[src/rtl/core/mas_pkg.sv]
package mas_pkg;

	localparam int DIM_W = 4;
	localparam int IDX_W = 3;
	localparam int VALUE_W = 32;
	localparam int CFG_IDX_W = 2;

	localparam logic [1:0] OP_ADD = 2'd0;
	localparam logic [1:0] OP_SUB = 2'd1;
	localparam logic [1:0] OP_MUL = 2'd2;

	localparam logic [CFG_IDX_W-1:0] REG_OPERATION = 2'd0;
	localparam logic [CFG_IDX_W-1:0] REG_ROWS_A = 2'd1;
	localparam logic [CFG_IDX_W-1:0] REG_INNER_SIZE = 2'd2;
	localparam logic [CFG_IDX_W-1:0] REG_COLS_B = 2'd3;

	typedef struct packed {
		logic mul;
		logic sub;
		logic [DIM_W-1:0] ra;
		logic [DIM_W-1:0] ni;
		logic [DIM_W-1:0] cb;
	} job_t;

	typedef struct packed {
		logic mul;
		logic sub;
		logic first;
		logic lastk;
		logic last;
		logic [IDX_W-1:0] row;
		logic [IDX_W-1:0] col;
	} tag_t;

	function automatic logic [DIM_W-1:0] clamp_dim(input logic [DIM_W-1:0] d,
			input logic [DIM_W-1:0] mx);
		logic [DIM_W-1:0] r;
		r = d;
		if (d == '0) begin
			r = 4'd1;
		end else if (d > mx) begin
			r = mx;
		end
		return r;
	endfunction

endpackage

[src/rtl/core/matrix_add_sub_multiply_core.sv]
// Integer matrix add, subtract and multiply engine.
// Configure operation, rows_a, inner_size and cols_b through the write port
// while the block is idle, then send matrix A followed by matrix B on the
// input channel, one signed element per item, each in row-major order.
// Loading takes one item per cycle. Once the last element of B is taken, the
// result matrix leaves on the output channel in row-major order with row,
// column and last tags. Add and subtract deliver one result per cycle while
// the output does not stall. Multiply runs one multiply-accumulate per cycle
// on a single multiplier while the output does not stall, summing inner_size
// products per result. Per problem the input takes rows_a*inner_size elements
// of A plus the elements of B, then stays not ready while the compute runs,
// longer while the output stalls.
// The input is not ready while a result matrix is being computed, since the
// compute side reads the element stores through their single read ports.
// A stall on the output freezes the compute pipeline in place; nothing drops.
// Reset clears the registers to add with 1x1 sizes and the load counters;
// the element stores hold no defined value until loaded.
module matrix_add_sub_multiply_core #(
	parameter int MAX_DIM = 8,
	parameter int ELEMENT_BITS = 16
) (
	input logic clk,
	input logic arst_n,
	input logic cfg_write,
	input logic [mas_pkg::CFG_IDX_W-1:0] cfg_index,
	input logic [mas_pkg::DIM_W-1:0] cfg_data,
	input logic in_valid,
	output logic in_ready,
	input logic [ELEMENT_BITS-1:0] element,
	output logic out_valid,
	input logic out_ready,
	output logic [mas_pkg::VALUE_W-1:0] value,
	output logic [mas_pkg::IDX_W-1:0] row,
	output logic [mas_pkg::IDX_W-1:0] column,
	output logic last
);
	import mas_pkg::*;

	localparam int IW = $clog2(MAX_DIM * MAX_DIM);

	logic wr_en, wr_sel_b, push, pop, busy, fifo_nempty;
	logic [IW-1:0] wr_addr;
	logic [ELEMENT_BITS-1:0] wr_data;
	job_t push_job, head;

	mas_front #(.MAX_DIM(MAX_DIM), .ELEMENT_BITS(ELEMENT_BITS)) u_front (
		.clk(clk),
		.arst_n(arst_n),
		.cfg_write(cfg_write),
		.cfg_index(cfg_index),
		.cfg_data(cfg_data),
		.in_valid(in_valid),
		.in_ready(in_ready),
		.element(element),
		.back_busy(busy),
		.fifo_nempty(fifo_nempty),
		.wr_en(wr_en),
		.wr_sel_b(wr_sel_b),
		.wr_addr(wr_addr),
		.wr_data(wr_data),
		.push(push),
		.push_job(push_job)
	);

	mas_job_fifo u_fifo (
		.clk(clk),
		.arst_n(arst_n),
		.push(push),
		.push_job(push_job),
		.pop(pop),
		.nempty(fifo_nempty),
		.head(head)
	);

	mas_back #(.MAX_DIM(MAX_DIM), .ELEMENT_BITS(ELEMENT_BITS)) u_back (
		.clk(clk),
		.arst_n(arst_n),
		.wr_en(wr_en),
		.wr_sel_b(wr_sel_b),
		.wr_addr(wr_addr),
		.wr_data(wr_data),
		.fifo_nempty(fifo_nempty),
		.head(head),
		.pop(pop),
		.busy(busy),
		.out_valid(out_valid),
		.out_ready(out_ready),
		.value(value),
		.row(row),
		.column(column),
		.last(last)
	);

endmodule

[src/rtl/core/mas_front.sv]
module mas_front #(
	parameter int MAX_DIM = 8,
	parameter int ELEMENT_BITS = 16
) (
	input logic clk,
	input logic arst_n,
	input logic cfg_write,
	input logic [mas_pkg::CFG_IDX_W-1:0] cfg_index,
	input logic [mas_pkg::DIM_W-1:0] cfg_data,
	input logic in_valid,
	output logic in_ready,
	input logic [ELEMENT_BITS-1:0] element,
	input logic back_busy,
	input logic fifo_nempty,
	output logic wr_en,
	output logic wr_sel_b,
	output logic [$clog2(MAX_DIM*MAX_DIM)-1:0] wr_addr,
	output logic [ELEMENT_BITS-1:0] wr_data,
	output logic push,
	output mas_pkg::job_t push_job
);
	import mas_pkg::*;

	localparam int DEPTH = MAX_DIM * MAX_DIM;
	localparam int IW = $clog2(DEPTH);
	localparam int CW = $clog2(DEPTH + 1);

	logic [1:0] op_q;
	logic [DIM_W-1:0] rows_q, inner_q, cols_q;
	logic [DIM_W-1:0] ra, ni, cb;
	logic [CW-1:0] cnt_q;
	logic loading_b_q;
	logic accept, mul;
	logic [7:0] size_a, size_b, cnt_nx;

	always_ff @(posedge clk or negedge arst_n) begin
		if (!arst_n) begin
			op_q <= OP_ADD;
			rows_q <= 4'd1;
			inner_q <= 4'd1;
			cols_q <= 4'd1;
		end else if (cfg_write) begin
			case (cfg_index)
				REG_OPERATION: op_q <= cfg_data[1:0];
				REG_ROWS_A: rows_q <= cfg_data;
				REG_INNER_SIZE: inner_q <= cfg_data;
				REG_COLS_B: cols_q <= cfg_data;
				default: ;
			endcase
		end
	end

	assign ra = clamp_dim(rows_q, DIM_W'(MAX_DIM));
	assign ni = clamp_dim(inner_q, DIM_W'(MAX_DIM));
	assign cb = clamp_dim(cols_q, DIM_W'(MAX_DIM));
	assign mul = op_q[1];
	assign size_a = 8'(ra) * 8'(ni);
	assign size_b = mul ? 8'(ni) * 8'(cb) : size_a;
	assign cnt_nx = 8'(cnt_q) + 8'd1;

	// hold off new items until the back end has finished reading the stores
	assign in_ready = !fifo_nempty && !back_busy;
	assign accept = in_valid && in_ready;

	assign wr_en = accept;
	assign wr_sel_b = loading_b_q;
	assign wr_addr = cnt_q[IW-1:0];
	assign wr_data = element;

	assign push = accept && loading_b_q && (cnt_nx >= size_b);
	assign push_job = '{mul: mul, sub: (op_q == OP_SUB), ra: ra, ni: ni, cb: cb};

	always_ff @(posedge clk or negedge arst_n) begin
		if (!arst_n) begin
			cnt_q <= '0;
			loading_b_q <= 1'b0;
		end else if (accept) begin
			if (!loading_b_q) begin
				if (cnt_nx >= size_a) begin
					cnt_q <= '0;
					loading_b_q <= 1'b1;
				end else begin
					cnt_q <= CW'(cnt_nx);
				end
			end else begin
				if (cnt_nx >= size_b) begin
					cnt_q <= '0;
					loading_b_q <= 1'b0;
				end else begin
					cnt_q <= CW'(cnt_nx);
				end
			end
		end
	end

endmodule

[src/rtl/core/mas_job_fifo.sv]
module mas_job_fifo (
	input logic clk,
	input logic arst_n,
	input logic push,
	input mas_pkg::job_t push_job,
	input logic pop,
	output logic nempty,
	output mas_pkg::job_t head
);
	import mas_pkg::*;

	job_t slot_q [2];
	logic wp_q, rp_q;
	logic [1:0] fill_q;
	logic do_push, do_pop;

	assign nempty = (fill_q != 2'd0);
	assign head = slot_q[rp_q];
	assign do_pop = pop && nempty;
	assign do_push = push && (fill_q != 2'd2);

	always_ff @(posedge clk) begin
		if (do_push) begin
			slot_q[wp_q] <= push_job;
		end
	end

	always_ff @(posedge clk or negedge arst_n) begin
		if (!arst_n) begin
			wp_q <= 1'b0;
			rp_q <= 1'b0;
			fill_q <= 2'd0;
		end else begin
			if (do_push) begin
				wp_q <= !wp_q;
			end
			if (do_pop) begin
				rp_q <= !rp_q;
			end
			case ({do_push, do_pop})
				2'b10: fill_q <= fill_q + 2'd1;
				2'b01: fill_q <= fill_q - 2'd1;
				default: ;
			endcase
		end
	end

endmodule

[src/rtl/core/mas_back.sv]
module mas_back #(
	parameter int MAX_DIM = 8,
	parameter int ELEMENT_BITS = 16
) (
	input logic clk,
	input logic arst_n,
	input logic wr_en,
	input logic wr_sel_b,
	input logic [$clog2(MAX_DIM*MAX_DIM)-1:0] wr_addr,
	input logic [ELEMENT_BITS-1:0] wr_data,
	input logic fifo_nempty,
	input mas_pkg::job_t head,
	output logic pop,
	output logic busy,
	output logic out_valid,
	input logic out_ready,
	output logic [mas_pkg::VALUE_W-1:0] value,
	output logic [mas_pkg::IDX_W-1:0] row,
	output logic [mas_pkg::IDX_W-1:0] column,
	output logic last
);
	import mas_pkg::*;

	localparam int DEPTH = MAX_DIM * MAX_DIM;
	localparam int IW = $clog2(DEPTH);
	localparam int PW = 2 * ELEMENT_BITS;
	localparam int XW = (PW > VALUE_W) ? PW : VALUE_W;

	logic [ELEMENT_BITS-1:0] mem_a [DEPTH];
	logic [ELEMENT_BITS-1:0] mem_b [DEPTH];

	job_t job_q;
	logic active_q;
	logic [IDX_W-1:0] i_q, j_q, k_q;
	logic [IW-1:0] abase_q, bk_q;
	logic [IW-1:0] a_addr, b_addr;
	logic [DIM_W-1:0] kcnt, ncols;
	logic lastk, lastj, lasti, adv;

	logic v_s1, v_s2;
	tag_t tag_s1, tag_s2;
	logic signed [ELEMENT_BITS-1:0] a_s1, b_s1;
	logic [VALUE_W-1:0] res_s2, acc_q, res_nx, sum_nx;
	logic signed [PW-1:0] prod;
	logic signed [ELEMENT_BITS:0] addsub;
	logic signed [XW-1:0] prod_x, addsub_x;

	logic out_valid_q, last_q;
	logic [VALUE_W-1:0] value_q;
	logic [IDX_W-1:0] row_q, col_q;

	always_ff @(posedge clk) begin
		if (wr_en) begin
			if (wr_sel_b) begin
				mem_b[wr_addr] <= wr_data;
			end else begin
				mem_a[wr_addr] <= wr_data;
			end
		end
	end

	// whole pipeline freezes while a result waits at the output
	assign adv = !out_valid_q || out_ready;
	assign busy = active_q;
	assign pop = !active_q && fifo_nempty;

	assign kcnt = job_q.mul ? job_q.ni : 4'd1;
	assign ncols = job_q.mul ? job_q.cb : job_q.ni;
	assign lastk = ({1'b0, k_q} == kcnt - 4'd1);
	assign lastj = ({1'b0, j_q} == ncols - 4'd1);
	assign lasti = ({1'b0, i_q} == job_q.ra - 4'd1);
	assign a_addr = abase_q + (job_q.mul ? IW'(k_q) : IW'(j_q));
	assign b_addr = (job_q.mul ? bk_q : abase_q) + IW'(j_q);

	always_ff @(posedge clk) begin
		if (pop) begin
			job_q <= head;
		end
	end

	always_ff @(posedge clk or negedge arst_n) begin
		if (!arst_n) begin
			active_q <= 1'b0;
			i_q <= '0;
			j_q <= '0;
			k_q <= '0;
			abase_q <= '0;
			bk_q <= '0;
		end else if (pop) begin
			active_q <= 1'b1;
			i_q <= '0;
			j_q <= '0;
			k_q <= '0;
			abase_q <= '0;
			bk_q <= '0;
		end else if (active_q && adv) begin
			if (!lastk) begin
				k_q <= k_q + 3'd1;
				bk_q <= bk_q + IW'(job_q.cb);
			end else begin
				k_q <= '0;
				bk_q <= '0;
				if (!lastj) begin
					j_q <= j_q + 3'd1;
				end else begin
					j_q <= '0;
					if (!lasti) begin
						i_q <= i_q + 3'd1;
						abase_q <= abase_q + IW'(job_q.ni);
					end else begin
						active_q <= 1'b0;
					end
				end
			end
		end
	end

	// stage 1: store read
	always_ff @(posedge clk) begin
		if (adv) begin
			a_s1 <= mem_a[a_addr];
			b_s1 <= mem_b[b_addr];
			tag_s1 <= '{mul: job_q.mul, sub: job_q.sub, first: (k_q == '0), lastk: lastk,
				last: lasti && lastj, row: i_q, col: j_q};
		end
	end

	// stage 2: product or elementwise sum
	assign prod = a_s1 * b_s1;
	assign prod_x = XW'(prod);
	assign addsub = tag_s1.sub ? (ELEMENT_BITS+1)'(a_s1) - (ELEMENT_BITS+1)'(b_s1)
		: (ELEMENT_BITS+1)'(a_s1) + (ELEMENT_BITS+1)'(b_s1);
	assign addsub_x = XW'(addsub);

	always_ff @(posedge clk) begin
		if (adv) begin
			res_s2 <= tag_s1.mul ? prod_x[VALUE_W-1:0] : addsub_x[VALUE_W-1:0];
			tag_s2 <= tag_s1;
		end
	end

	always_ff @(posedge clk or negedge arst_n) begin
		if (!arst_n) begin
			v_s1 <= 1'b0;
			v_s2 <= 1'b0;
		end else if (adv) begin
			v_s1 <= active_q;
			v_s2 <= v_s1;
		end
	end

	// stage 3: accumulate over the inner dimension
	assign sum_nx = acc_q + res_s2;
	assign res_nx = tag_s2.first ? res_s2 : sum_nx;

	always_ff @(posedge clk) begin
		if (adv && v_s2) begin
			acc_q <= res_nx;
		end
		if (adv && v_s2 && tag_s2.lastk) begin
			value_q <= res_nx;
			row_q <= tag_s2.row;
			col_q <= tag_s2.col;
			last_q <= tag_s2.last;
		end
	end

	always_ff @(posedge clk or negedge arst_n) begin
		if (!arst_n) begin
			out_valid_q <= 1'b0;
		end else if (adv) begin
			out_valid_q <= v_s2 && tag_s2.lastk;
		end
	end

	assign out_valid = out_valid_q;
	assign value = value_q;
	assign row = row_q;
	assign column = col_q;
	assign last = last_q;

endmodule
[config.mk]
export PLATFORM = sky130hd
export DESIGN_NAME = matrix_add_sub_multiply_core
export DESIGN_NICKNAME = d
export VERILOG_FILES = /design/src/rtl/core/mas_pkg.sv /design/src/rtl/core/matrix_add_sub_multiply_core.sv /design/src/rtl/core/mas_front.sv /design/src/rtl/core/mas_job_fifo.sv /design/src/rtl/core/mas_back.sv
export SDC_FILE = /design/constraint.sdc
export NUM_CORES = 2
export LEC_CHECK = 0
export ABC_AREA = 1
export BUFFER_PORTS_ARGS = -buffer_cell sky130_fd_sc_hd__buf_2
export CAP_MARGIN = 10
export CORE_AREA = 4 4 606 608
export CTS_CLUSTER_SIZE = 40
export DETAILED_ROUTE_END_ITERATION = 16
export DIE_AREA = 0 0 610 612
export PLACE_DENSITY = 0.5
export SKIP_CTS_REPAIR_TIMING = 1
export SLEW_MARGIN = 5
export SYNTH_ARGS = -nofsm -noshare
export SYNTH_HDL_FRONTEND = slang
export SYNTH_SLANG_ARGS = --single-unit
[constraint.sdc]
create_clock -name clk -period 13 [get_ports clk]
set_input_delay 0 -clock clk [delete_from_list [all_inputs] [get_ports clk]]
set_output_delay 0 -clock clk [all_outputs]
set_load 0.02 [all_outputs]
==> results.md <==
* Status: finished clean
* Yosys cell types at 46
* Core ar. at between 300,000 and 400,000 µm²
* R2r worst-path depth at 21
* CP max FO at 20
* Via density at approximately 4.9
* Hold WC Path Type: in -> reg
* Die area at 373,000 µm²
* Post-Syn Instances at approximately 10,000
* CP startpoint kind: flop
* Clock Skews at 0.0574 ns
* Router iterations before antenna repair at 6
* First-pass GRT wire length at slightly below 500,000 µm
* CP endpoint kind: flop
* CTS tree: yes
* Routed length per instance at 21.6 µm
* RSZ-0062 raised after global routing: no
* Final hold vios at 0
* Clock-pin slew on the worst setup and hold paths at ~0.060 ns
* Worst EP arrival at around 7.1 ns
* Row count at approximately 220
* Nets@finish at 10,600
* Peak Freq at between 150 and 200 MHz
* Horiz. Die Dim at between 600 and 700 µm
* TNS Setup at 0 ns
* Share of layout cells above drive strength 1 at 6.88%
* Routed WL at about 330,000 µm
* Clock Path Buffers at 4
* Setup WS post-layout at 6.53 ns
* Gpl congestion at 0.874
* H-tree Lvls at 5
* Hpwl dp at between 200,000 and 250,000 µm
* Initial antenna violation count at 14
* WS Path Type: reg -> reg
* Leading cell type in the layout, fill and taps excluded: edfxtp_1
* Mapped Area at roughly 110,000 µm²
* Worst-margin pin slew at around 1.2 ns
* Synthesis-to-layout area growth at 13.5%
* GRT Util Overall at 17.0%
* Max_slew headroom at roughly 18%
* Required @ worst endpoint at between 10 and 15 ns
* Final ANT Viol Nets at 0
* Ports at a little under 70
* Synth area leader: edfxtp_1
* Dominant synthesized flop cell: edfxtp_1
* CTS buffer count at roughly 270
* Register area share after synthesis at around 64%
* Top cells by area, synth: edfxtp_1 (62%), nor2_1 (6.5%), nand2_1 (6.3%), o21ai_0 (5.6%), fa_1 (5.1%)
* Number of global-route vias before repair at roughly 72,000
* Final Slew Violations at 0
* Post-synth top area share at between 60% and 70%
* Hold-critical path depth at 4
* Max Cap Viol at 0
* Utilization after layout at between 30% and 40%
* # clock sinks at 2,296
* Final setup fails at 0
* Post-Syn Nets at around 11,000
* Aggregate global routing overflow at 0
* Min Tclk post-route at 6.47 ns
* Starting Density at ~30%
* # port buffers at 67
* Detailed Route Iter0 Violations at 7,204
* Largest net degree at the start of global routing at approximately 190
* CTS root buf: clkbuf_16
* Placement Setup Slack at roughly 6.5 ns
* Count of flip-flops with a built-in enable after synthesis at around 2,200
* Seq cells post-synth at roughly 2,300
* Synth warn at 0
* Clk_lat worst skew at about 0.90 ns
* DRC Markers at 0
* Via count at between 70,000 and 80,000
* Crit share post-route at 49.8%
* Asr flop ratio synth at 2.22%
* Commonest cells after routing, fill and taps aside: edfxtp_1 (2,245), nor2_1 (1,842), nand2_1 (1,821)
* Die H at 612 µm
* Average cell area after synthesis at approximately 11 µm²
path summary, 6_finish.rpt:
path / endpoint / slack, ns / from
max reg2reg: u_back.res_s2[31]$_DFFE_PN_ / 6.53 / u_back.a_s1[15]$_DFFE_PN_
min reg2reg: u_back.tag_s2[8]$_DFFE_PN_ / 0.42 / u_back.tag_s1[8]$_DFFE_PN_
max in group asynchronous: u_back.out_valid$_DFFE_PN0N_ / 12.09 / arst_n
min: u_front.rows_q[3]$_DFFE_PN0P_ / 0.04 / cfg_data[3]
max: u_back.res_s2[31]$_DFFE_PN_ / 6.53 / u_back.a_s1[15]$_DFFE_PN_
min in group asynchronous: u_front.inner_q[3]$_DFFE_PN0P_ / 0.38 / arst_n
routing by layer:
metal / global-route usage (%) / vias up / routed length [µm] / share of wire [%]
li1: - / 34400 / - / -
met1: 23.8 / 37000 / 146000 / 45
met2: 27.6 / 2231 / 152000 / 46
met3: 2.45 / 451 / 19900 / 6.1
met4: 4.71 / 12 / 8990 / 2.8
met5: 0 / - / 69 / 0.021
kinds of logic (layout without fill, tap and decap cells):
logic type	count (synthesis)	in the layout	synth area share (%)
DFF	2296	2296	63.6
adders and majority gates	470	470	7.36
and+or+nand+nor	4315	4315	15.8
AOI/OAI and AO/OA	1681	1681	8.02
xor gates and xnor gates	64	64	0.546
buffers and inverters	1264	1510	4.68
other	0	4	0
area by class of cell:
class                   instances  area (µm²)
clock inverters               131        1090
inverters                     726        2770
well taps                    4794        6000
flip-flops and latches       2296       68700
multi-input cells            6530       34500
repair buffers                317        2480
fillers                     36000      239000
diodes                          4        10.0
clock buffers                 336        7160
per-stage QoR:
| step | cells | instance area [µm²] | hold WS (ns) |
|---|---|---|---|
| after global placement | 14600 | 114000 | 0.207 |
| final | 15100 | 123000 | 0.0426 |
| after detailed placement | 14600 | 114000 | 0.216 |
| after CTS | 15100 | 122000 | -0.729 |
| after global routing | 15100 | 123000 | 0.0604 |
| after floorplan | 10100 | 108000 | -0.296 |
cells in the mapped netlist, types with 22 or more instances:
library cell,number
o22ai_1,106
buf_4,29
ha_1,194
a21oi_1,98
buf_1,56
clkbuf_1,309
xnor2_1,22
nor3_1,23
fa_1,276
o21ai_0,1220
edfxtp_1,2245
nor2_1,1858
nand2_1,1824
o21ai_1,220
nand3_1,525
xor2_1,38
buf_2,141
dfrtp_1,48
inv_1,714
nand4_1,42
registers in the layout, summed over array words and instances (netlist names), 4 cells and up:
name	cells
u_front.cols_q	4
u_back.mem_a	1024
u_back.value	32
u_back.a_s1	16
u_back.res_s2	32
u_fifo.slot_q	28
u_back.abase_q	6
u_front.rows_q	4
u_front.inner_q	4
u_back.bk_q	6
u_back.acc_q	32
u_front.cnt_q	7
u_back.mem_b	1024
u_back.tag_s2	9
u_back.job_q	14
u_back.tag_s1	11
u_back.b_s1	16
critical path, cell delays in order (launching register included):
cell	delay [ns]
edfxtp_1	0.80
nand2_1	0.20
inv_1	0.17
fa_1	0.54
fa_1	0.91
fa_1	0.53
fa_1	0.51
fa_1	0.49
inv_1	0.05
fa_1	0.47
inv_1	0.05
ha_1	0.37
nand2_1	0.14
nor2_1	0.16
inv_1	0.08
nor2_1	0.18
and2_1	0.16
nand2_1	0.08
nand2_1	0.09
nand2_1	0.06
nand3_1	0.10
nand2_1	0.07
Power is left out: the tool's default activity adds up to more than one toggle a clock period on the data nets, which glitch-free logic cannot reach.
